File: src/bounded_array_list_top_macros.svh
// ----------------------------------------------------------------------------
// bounded_array_list_top_macros.svh
// Assertion macros used by the bal_dp module.
// ----------------------------------------------------------------------------
`ifndef BOUNDED_ARRAY_LIST_TOP_MACROS_SVH
`define BOUNDED_ARRAY_LIST_TOP_MACROS_SVH

// Condition must hold at every clock edge outside reset
`define BAL_ASSERT_ALWAYS(lbl, clk, rstn, cond, msg) \
    lbl: assert property (@(posedge clk) disable iff (!rstn) (cond)) else $error(msg);

// Antecedent in one cycle implies consequent in the same cycle
`define BAL_ASSERT_IMPLIES(lbl, clk, rstn, ante, cons, msg) \
    lbl: assert property (@(posedge clk) disable iff (!rstn) (ante) |-> (cons)) else $error(msg);

// Antecedent in one cycle implies consequent in the next cycle
`define BAL_ASSERT_NEXT(lbl, clk, rstn, ante, cons, msg) \
    lbl: assert property (@(posedge clk) disable iff (!rstn) (ante) |=> (cons)) else $error(msg);

`endif

File: src/bal_pkg.sv
// ----------------------------------------------------------------------------
// bal_pkg
// Sizes, request and status codes and control types of the array list.
// ----------------------------------------------------------------------------
package bal_pkg;

    // Storage geometry
    localparam int CAPACITY   = 16;
    localparam int ELEM_WIDTH = 32;
    localparam int IDX_W      = $clog2(CAPACITY);
    localparam int CNT_W      = $clog2(CAPACITY + 1);

    // Port field widths
    localparam int ACT_W   = 3;
    localparam int POS_W   = 5;
    localparam int VAL_W   = 32;
    localparam int FOUND_W = 4;
    localparam int STAT_W  = 2;

    // Request codes
    typedef enum logic [ACT_W-1:0] {
        ACT_APPEND     = 3'd0,
        ACT_INSERT     = 3'd1,
        ACT_REMOVE     = 3'd2,
        ACT_READ       = 3'd3,
        ACT_WRITE      = 3'd4,
        ACT_FIND_FIRST = 3'd5,
        ACT_FIND_LAST  = 3'd6
    } t_action;

    // Result status codes
    typedef enum logic [STAT_W-1:0] {
        ST_OK        = 2'd0,
        ST_FULL      = 2'd1,
        ST_BAD_INDEX = 2'd2
    } t_status;

    // Controller to datapath commands
    typedef struct packed {
        logic capture;   // latch the incoming request
        logic execute;   // apply the request to the list
    } t_dp_cmd;

endpackage

File: src/bal_ctrl.sv
// ----------------------------------------------------------------------------
// bal_ctrl
// Request sequencer: capture, execute, then hold the result beat.
// ----------------------------------------------------------------------------
module bal_ctrl (
    input  logic             i_clk,
    input  logic             i_rst_n,
    input  logic             i_valid,
    output logic             o_ready,
    output logic             o_valid,
    input  logic             i_ready,
    output bal_pkg::t_dp_cmd o_cmd
);

    typedef enum logic [2:0] {
        S_IDLE = 3'b001,
        S_EXEC = 3'b010,
        S_DONE = 3'b100
    } t_state;

    t_state r_state;
    t_state n_state;

    // Next state
    always_comb begin
        n_state = r_state;
        case (r_state)
            S_IDLE: begin
                if (i_valid) n_state = S_EXEC;
            end
            S_EXEC: begin
                n_state = S_DONE;
            end
            S_DONE: begin
                if (i_ready) n_state = S_IDLE;
            end
            default: begin
                n_state = S_IDLE;
            end
        endcase
    end

    always_ff @(posedge i_clk) begin
        if (!i_rst_n) r_state <= S_IDLE;
        else          r_state <= n_state;
    end

    // Handshake and datapath commands; no beat is taken while in reset
    assign o_ready       = i_rst_n && (r_state == S_IDLE);
    assign o_valid       = (r_state == S_DONE);
    assign o_cmd.capture = o_ready && i_valid;
    assign o_cmd.execute = (r_state == S_EXEC);

endmodule

File: src/bal_dp.sv
// ----------------------------------------------------------------------------
// bal_dp
// List datapath: a row of shifting word cells, fill count, find and result.
// ----------------------------------------------------------------------------
`include "bounded_array_list_top_macros.svh"

module bal_dp (
    input  logic                         i_clk,
    input  logic                         i_rst_n,
    input  bal_pkg::t_dp_cmd             i_cmd,
    input  logic [bal_pkg::ACT_W-1:0]    i_action,
    input  logic [bal_pkg::POS_W-1:0]    i_position,
    input  logic [bal_pkg::VAL_W-1:0]    i_value,
    output logic [bal_pkg::VAL_W-1:0]    o_read_value,
    output logic [bal_pkg::FOUND_W-1:0]  o_found_position,
    output logic                         o_hit,
    output logic [bal_pkg::CNT_W-1:0]    o_count,
    output logic [bal_pkg::STAT_W-1:0]   o_status
);

    localparam int CAP = bal_pkg::CAPACITY;
    localparam int EW  = bal_pkg::ELEM_WIDTH;
    localparam int CW  = bal_pkg::CNT_W;

    // Captured request
    bal_pkg::t_action            r_action;
    logic [bal_pkg::POS_W-1:0]   r_pos;
    logic [EW-1:0]               r_val;

    always_ff @(posedge i_clk) begin
        if (i_cmd.capture) begin
            r_action <= bal_pkg::t_action'(i_action);
            r_pos    <= i_position;
            r_val    <= i_value[EW-1:0];
        end
    end

    // List state
    logic [EW-1:0] r_cell [CAP];
    logic [CW-1:0] r_fill;
    logic [CW-1:0] n_fill;

    // Request decode
    logic full, pos_lt, pos_le;
    logic do_append, do_insert, do_remove, do_write;

    assign full      = (r_fill == CW'(CAP));
    assign pos_lt    = ({1'b0, r_pos} < {1'b0, CW'(r_fill)});
    assign pos_le    = ({1'b0, r_pos} <= {1'b0, CW'(r_fill)});
    assign do_append = (r_action == bal_pkg::ACT_APPEND) && !full;
    assign do_insert = (r_action == bal_pkg::ACT_INSERT) && !full && pos_le;
    assign do_remove = (r_action == bal_pkg::ACT_REMOVE) && pos_lt;
    assign do_write  = (r_action == bal_pkg::ACT_WRITE) && pos_lt;

    // Fill count update
    always_comb begin
        n_fill = r_fill;
        if (do_append || do_insert) n_fill = r_fill + CW'(1);
        else if (do_remove)         n_fill = r_fill - CW'(1);
    end

    always_ff @(posedge i_clk) begin
        if (!i_rst_n)           r_fill <= '0;
        else if (i_cmd.execute) r_fill <= n_fill;
    end

    // Cell row: each cell loads the new word or a neighbor, locally
    for (genvar g = 0; g < CAP; g++) begin : g_cell
        logic [CW-1:0] idx;
        logic [EW-1:0] lower;
        logic [EW-1:0] upper;

        assign idx = CW'(g);

        if (g > 0) begin : g_lo
            assign lower = r_cell[g-1];
        end else begin : g_lo0
            assign lower = '0;
        end

        if (g < CAP - 1) begin : g_up
            assign upper = r_cell[g+1];
        end else begin : g_upn
            assign upper = '0;
        end

        always_ff @(posedge i_clk) begin
            if (i_cmd.execute) begin
                if (do_append && idx == r_fill) begin
                    r_cell[g] <= r_val;
                end else if (do_insert && CW'(r_pos) == idx) begin
                    r_cell[g] <= r_val;
                end else if (do_insert && idx > CW'(r_pos) && idx <= r_fill) begin
                    r_cell[g] <= lower;
                end else if (do_remove && idx >= CW'(r_pos) && idx < r_fill - CW'(1)) begin
                    r_cell[g] <= upper;
                end else if (do_write && CW'(r_pos) == idx) begin
                    r_cell[g] <= r_val;
                end
            end
        end
    end

    // Match vector over the occupied cells
    logic [CAP-1:0] match;
    always_comb begin
        for (int i = 0; i < CAP; i++) begin
            match[i] = (r_cell[i] == r_val) && (CW'(i) < r_fill);
        end
    end

    // Priority pick: lowest match and highest match
    logic [bal_pkg::IDX_W-1:0] first_idx, last_idx;
    always_comb begin
        first_idx = '0;
        last_idx  = '0;
        for (int i = CAP - 1; i >= 0; i--) begin
            if (match[i]) first_idx = bal_pkg::IDX_W'(i);
        end
        for (int i = 0; i < CAP; i++) begin
            if (match[i]) last_idx = bal_pkg::IDX_W'(i);
        end
    end

    // Result fields
    logic [bal_pkg::VAL_W-1:0]   n_rd;
    logic [bal_pkg::FOUND_W-1:0] n_found;
    logic                        n_hit;
    bal_pkg::t_status            n_status;

    always_comb begin
        n_rd     = '0;
        n_found  = '0;
        n_hit    = 1'b0;
        n_status = bal_pkg::ST_OK;
        case (r_action)
            bal_pkg::ACT_APPEND: begin
                if (full) n_status = bal_pkg::ST_FULL;
            end
            bal_pkg::ACT_INSERT: begin
                if (full)        n_status = bal_pkg::ST_FULL;
                else if (!pos_le) n_status = bal_pkg::ST_BAD_INDEX;
            end
            bal_pkg::ACT_REMOVE, bal_pkg::ACT_WRITE: begin
                if (!pos_lt) n_status = bal_pkg::ST_BAD_INDEX;
            end
            bal_pkg::ACT_READ: begin
                if (!pos_lt) n_status = bal_pkg::ST_BAD_INDEX;
                else         n_rd = bal_pkg::VAL_W'(r_cell[r_pos[bal_pkg::IDX_W-1:0]]);
            end
            bal_pkg::ACT_FIND_FIRST: begin
                n_hit   = |match;
                n_found = bal_pkg::FOUND_W'(first_idx);
            end
            bal_pkg::ACT_FIND_LAST: begin
                n_hit   = |match;
                n_found = bal_pkg::FOUND_W'(last_idx);
            end
            default: begin
            end
        endcase
    end

    logic [bal_pkg::VAL_W-1:0]   r_rd;
    logic [bal_pkg::FOUND_W-1:0] r_found;
    logic                        r_hit;
    bal_pkg::t_status            r_status;

    always_ff @(posedge i_clk) begin
        if (!i_rst_n) begin
            r_rd     <= '0;
            r_found  <= '0;
            r_hit    <= 1'b0;
            r_status <= bal_pkg::ST_OK;
        end else if (i_cmd.execute) begin
            r_rd     <= n_rd;
            r_found  <= n_found;
            r_hit    <= n_hit;
            r_status <= n_status;
        end
    end

    assign o_read_value     = r_rd;
    assign o_found_position = r_found;
    assign o_hit            = r_hit;
    assign o_count          = r_fill;
    assign o_status         = r_status;

    // Checks
    `BAL_ASSERT_ALWAYS(a_fill_bound, i_clk, i_rst_n, r_fill <= CW'(CAP), "fill above capacity")
    `BAL_ASSERT_NEXT(a_fill_hold, i_clk, i_rst_n, !i_cmd.execute, $stable(r_fill), "fill moved while idle")
    `BAL_ASSERT_IMPLIES(a_full_status, i_clk, i_rst_n, r_status == bal_pkg::ST_FULL, r_fill == CW'(CAP), "full status with room left")

endmodule

File: src/bounded_array_list_top.sv
// ----------------------------------------------------------------------------
// bounded_array_list_top
// Fixed-capacity ordered list of 32-bit words with append, insert, remove,
// read, overwrite, find-first and find-last requests.
// ----------------------------------------------------------------------------
// Usage:
//   Requests enter on i_valid/o_ready with i_action, i_position, i_value.
//   Each request yields exactly one result beat on o_valid/i_ready carrying
//   o_read_value, o_found_position, o_hit, o_count and o_status.
//   When the request beat is taken the request is latched; the execute
//   state then updates the cell row and result registers, and the result
//   beat is valid in the result-hold state that follows. One request is in
//   flight at a time: a new request is not taken until the result beat is
//   taken, as the controller steps through its request, update and
//   result-hold states in turn.
//   If the receiver stalls, the result is held unchanged and o_ready stays
//   low until the beat is taken.
//   Reset clears the element count to zero and returns to idle; cell
//   contents are left as they are and are never read before being written.
//   A full list refuses append and insert with a full status; an index
//   out of range gives a bad-index status and changes nothing.
// ----------------------------------------------------------------------------
module bounded_array_list_top (
    input  logic                         i_clk,
    input  logic                         i_rst_n,
    input  logic                         i_valid,
    output logic                         o_ready,
    input  logic [bal_pkg::ACT_W-1:0]    i_action,
    input  logic [bal_pkg::POS_W-1:0]    i_position,
    input  logic [bal_pkg::VAL_W-1:0]    i_value,
    output logic                         o_valid,
    input  logic                         i_ready,
    output logic [bal_pkg::VAL_W-1:0]    o_read_value,
    output logic [bal_pkg::FOUND_W-1:0]  o_found_position,
    output logic                         o_hit,
    output logic [bal_pkg::CNT_W-1:0]    o_count,
    output logic [bal_pkg::STAT_W-1:0]   o_status
);

    bal_pkg::t_dp_cmd cmd;

    // Sequencer
    bal_ctrl u_ctrl (
        .i_clk   (i_clk),
        .i_rst_n (i_rst_n),
        .i_valid (i_valid),
        .o_ready (o_ready),
        .o_valid (o_valid),
        .i_ready (i_ready),
        .o_cmd   (cmd)
    );

    // List storage and result logic
    bal_dp u_dp (
        .i_clk            (i_clk),
        .i_rst_n          (i_rst_n),
        .i_cmd            (cmd),
        .i_action         (i_action),
        .i_position       (i_position),
        .i_value          (i_value),
        .o_read_value     (o_read_value),
        .o_found_position (o_found_position),
        .o_hit            (o_hit),
        .o_count          (o_count),
        .o_status         (o_status)
    );

endmodule
File: config.mk
export PLATFORM = sky130hd
export DESIGN_NAME = bounded_array_list_top
export DESIGN_NICKNAME = d
export VERILOG_FILES = /design/src/bal_pkg.sv /design/src/bal_ctrl.sv /design/src/bal_dp.sv /design/src/bounded_array_list_top.sv
export VERILOG_INCLUDE_DIRS = /design/src /design/src/src
export SDC_FILE = /design/constraint.sdc
export NUM_CORES = 2
export LEC_CHECK = 0
export BUFFER_PORTS_ARGS = -buffer_cell sky130_fd_sc_hd__clkbuf_2
export CELL_PAD_IN_SITES_DETAIL_PLACEMENT = 2
export CELL_PAD_IN_SITES_GLOBAL_PLACEMENT = 2
export CORE_AREA = 2 2 294 368
export DETAILED_ROUTE_END_ITERATION = 8
export DIE_AREA = 0 0 296 370
export PLACE_DENSITY = 0.78
export RECOVER_POWER = 100
export SETUP_SLACK_MARGIN = 0.2
export SLEW_MARGIN = 5
export SYNTH_ARGS = -nofsm -noshare
export SYNTH_HDL_FRONTEND = slang
export SYNTH_SLANG_ARGS = --single-unit
File: constraint.sdc
create_clock -name i_clk -period 5.6 [get_ports i_clk]
set_input_delay 0.28 -clock i_clk [delete_from_list [all_inputs] [get_ports i_clk]]
set_output_delay 0.28 -clock i_clk [all_outputs]
set_load 0.05 [all_outputs]
==> impl_metrics.ini <==
[sta]
finalCriticalPeriod_ns = 5.173
hold_viol = 0
period_share = 0.9237
final_max_slew_viol_count = 225
worst_pin_slew_ns = 2.261
timing.hold.ws_ns = 0.2998
max_freq_mhz = 193.3
fin_setup_tns_ns = 0
rsz0062_at_grt = no
setup_violations = 0
worst_slack_ns = 0.4272
fin_worst_skew_ns = 0.03203
max-slew-margin-rel = -0.5074

[logic_synthesis]
syn-num-nets = 3896
synth_async_sr_flop_share = 0
synth_top_area_share = 0.4036
synth_seq_area_share = 0.4284
yosysTopAreaCell = edfxtp_1
synth_seq_cells = 603
synthMuxAreaShare = 0.1748
synth_warnings = 0
yosysUniqueCellTypes = 75
yosys-top-cells-area = edfxtp_1 (40%), mux4_2 (8.8%), mux2i_1 (7.7%), xor2_1 (6.8%), a21oi_1 (4.4%)
synth-compound-area-share = 0.1189
yosys.area_share.adder = 0.003046
synth_xor_xnor_area_share = 0.1109
synth-simple-area-share = 0.1234
syn-cell-area_um2 = 41070
syn_area_per_cell_um2 = 10.69
netlist_instances = 3842
synth_top_family_by_area = multiplexers
synth_top_flop_cell = edfxtp_1
synth_edf_count = 552

[hold_path]
holdPathStages = 2
hold_start = i_value[28]
hold_path.class = in2reg
min_to = u_dp.r_val[28]

[clock_network]
postCtsHoldBufs = 42
cts.sinks = 603
ctsResizeCount = 0
path_clk_slew_ns = 0.06
cts_tree = done
clk_latency_ns = 0.70
htreeDepth = 3
clk_path_buf_depth = 3
ctsRootBufferMaster = clkbuf_16
post-cts-setup-buffer-count = 0
cts_made_buffers = 73

[setup_path]
ff2ff_path_depth = 9
cpMaxStageDelayCell = clkbuf_1
reg2reg_setup_slack_ns = 0.43
cp_data_arrival_time_ns = 5.61
worst_setup_path_end_kind = register
r2r_start = u_dp.o_count[4]
cp_cell_sequence = clkbuf_1 -> xnor2_1 -> nand2b_1 -> nor2b_1 -> nand3_1 -> and4_1 -> nand2_1 -> clkbuf_2 -> mux2_2
worstSetupStartpointType = register
critPathTopFamily = buffers and inverters
r2r-end = u_dp.r_cell[0][24]
slowest_delay_ns = 1.37
critPathRequiredTime_ns = 6.03
critPathBufInv = 2
critPathKind = reg2reg
critPathMaxFanout = 32

[route]
detail_route.wl_per_cell_um = 36.91
routed_via_density = 6.542
drt_iter0_markers = 3562
drc = 0
ant_nets = 0
routed-via-count = 34810
dr.pass1.iters = 5
drt-total-wl_um = 196400

[final_layout]
synthToLayoutAreaGrowth_pct = 11.05
layout-drive-gt1-share = 0.1342
final_cell_mix = edfxtp_1 (552), a21oi_1 (354), nor2_1 (320), mux2i_1 (318), xor2_1 (317)
fillers = 11090
final_common_cell = edfxtp_1
nets = 3890

[power]
p_comb_frac = 0.108
p_sw_w = 0.003004
leakage_nw = 14.33
power_density_nw_per_um2 = 245.9
sequentialPowerShare = 0.447
cell_internal_pwr_w = 0.008213
p_clk_frac = 0.445
worst_ir_drop_vdd_mv = 0.2225
switching_share = 0.2678

[global_routing]
antenna_found_initial = 11
grt_overflow = 0
grt_usage = 0.3566
grt_max_degree = 66
grt_pass1_vias = 35710
grt_pass1_wl_um = 275600

[die]
fp.dieW_um = 296
die_y_um = 370
start_util = 0.3864
core_area_um2 = 106300
ios = 90
die-area_um2 = 109500
row_count = 134

[run]
drv_cap = 6

[placement]
port_buffers = 89
dp_hpwl_um = 150900
place_congestion = 1.051
pre_cts_slack_ns = 1.084

[outcome]
outcome = finished with violations
violations = max-capacitance violations, max-slew violations
## kinds of logic after synthesis
| logic type | count (synthesis) |
|---|---|
| flops | 603 |
| xor+xnor | 520 |
| simple gates | 1020 |
| compound gates | 792 |
| buf+inv | 384 |
| fa+ha+maj | 10 |
| mux | 513 |
## power by group through the flow
stage          sequential [W]  combinational (W)  clock, W
3_3_place_gp          0.00510            0.00113         0
6_report              0.00501            0.00121   0.00500
3_5_place_dp          0.00510            0.00116         0
5_1_grt               0.00501            0.00124   0.00518
2_1_floorplan         0.00503           0.000714         0
4_1_cts               0.00501            0.00119   0.00503
## worst max path at each step
stage	startpoint	end	cells past startpoint
after global routing	u_dp.o_count[0]	u_dp.r_cell[14][15]	10
after global placement	u_dp.r_pos[1]	u_dp.r_cell[6][16]	10
after floorplan	u_dp.o_count[1]	u_dp.r_cell[8][0]	13
after detailed placement	u_dp.o_count[0]	u_dp.r_cell[6][14]	8
final	u_dp.o_count[4]	u_dp.r_cell[0][24]	9
after CTS	u_dp.o_count[0]	u_dp.r_cell[6][11]	8
## worst reg2reg max path: stages (launching register included)
cell	delay (ns)
dfxtp_1	0.37
clkbuf_1	1.37
xnor2_1	0.48
nand2b_1	0.37
nor2b_1	0.47
nand3_1	0.13
and4_1	0.26
nand2_1	0.08
clkbuf_2	0.88
mux2_2	0.51
## routing by layer
| layer | vias to the layer above | global-route usage | share of wire |
|---|---|---|---|
| li1 | 14450 | - | - |
| met1 | 18220 | 0.4407 | 0.38 |
| met2 | 1670 | 0.5677 | 0.47 |
| met3 | 469 | 0.04344 | 0.067 |
| met4 | 4 | 0.2752 | 0.088 |
| met5 | - | 0 | 0.00012 |
## flip-flops by register name, indices dropped and copies added (netlist names), named ones only
register               cells
u_dp.r_val                32
u_dp.r_action              3
u_dp.o_hit                 1
u_dp.r_cell              512
u_dp.o_read_value         32
u_dp.o_found_position      4
u_dp.o_status              2
u_ctrl.r_state             3
u_dp.r_pos                 5
u_dp.o_count               5
## through the flow
stage          cell area (um^2)  total power (W)  std cells  utilization
4_1_cts                   45860          0.01123       5318       0.4315
6_report                  45610          0.01122       5321       0.4291
3_3_place_gp              43090         0.006226       5147       0.4054
3_5_place_dp              43090         0.006259       5147       0.4054
2_1_floorplan             41080         0.005746       3842            -
5_1_grt                   45600          0.01143       5318       0.4290
## area by class of cell
cell class,count,area (um^2),area share
clock inverters,36,379.1,0.008312
multi-input cells,2855,21990,0.4822
well taps,1428,1787,0.03917
repair buffers,251,1668,0.03657
flip-flops and latches,603,17610,0.3860
inverters,52,195.2,0.004279
diodes,3,7.507,0.0001646
clock buffers,93,1974,0.04329
## synthesized netlist by cell type, types with 11 or more instances
cell type / count
a21oi_1: 359
a22oi_1: 70
a2bb2oi_2: 30
a31oi_1: 15
and3_1: 11
buf_1: 39
buf_2: 85
buf_4: 17
clkbuf_1: 184
dfxtp_1: 51
edfxtp_1: 552
inv_1: 52
mux2_2: 35
mux2i_1: 318
mux4_2: 160
nand2_1: 243
nand2b_1: 11
nand3_1: 56
nand4_1: 102
nor2_1: 323
nor2b_1: 35
nor3_1: 35
nor4_1: 116
o21ai_0: 44
o21ai_1: 80
o22ai_1: 107
o31ai_1: 34
or3_1: 13
or4_1: 12
xnor2_1: 203
xor2_1: 317
Note: power is estimated with default switching activity, not from simulation.
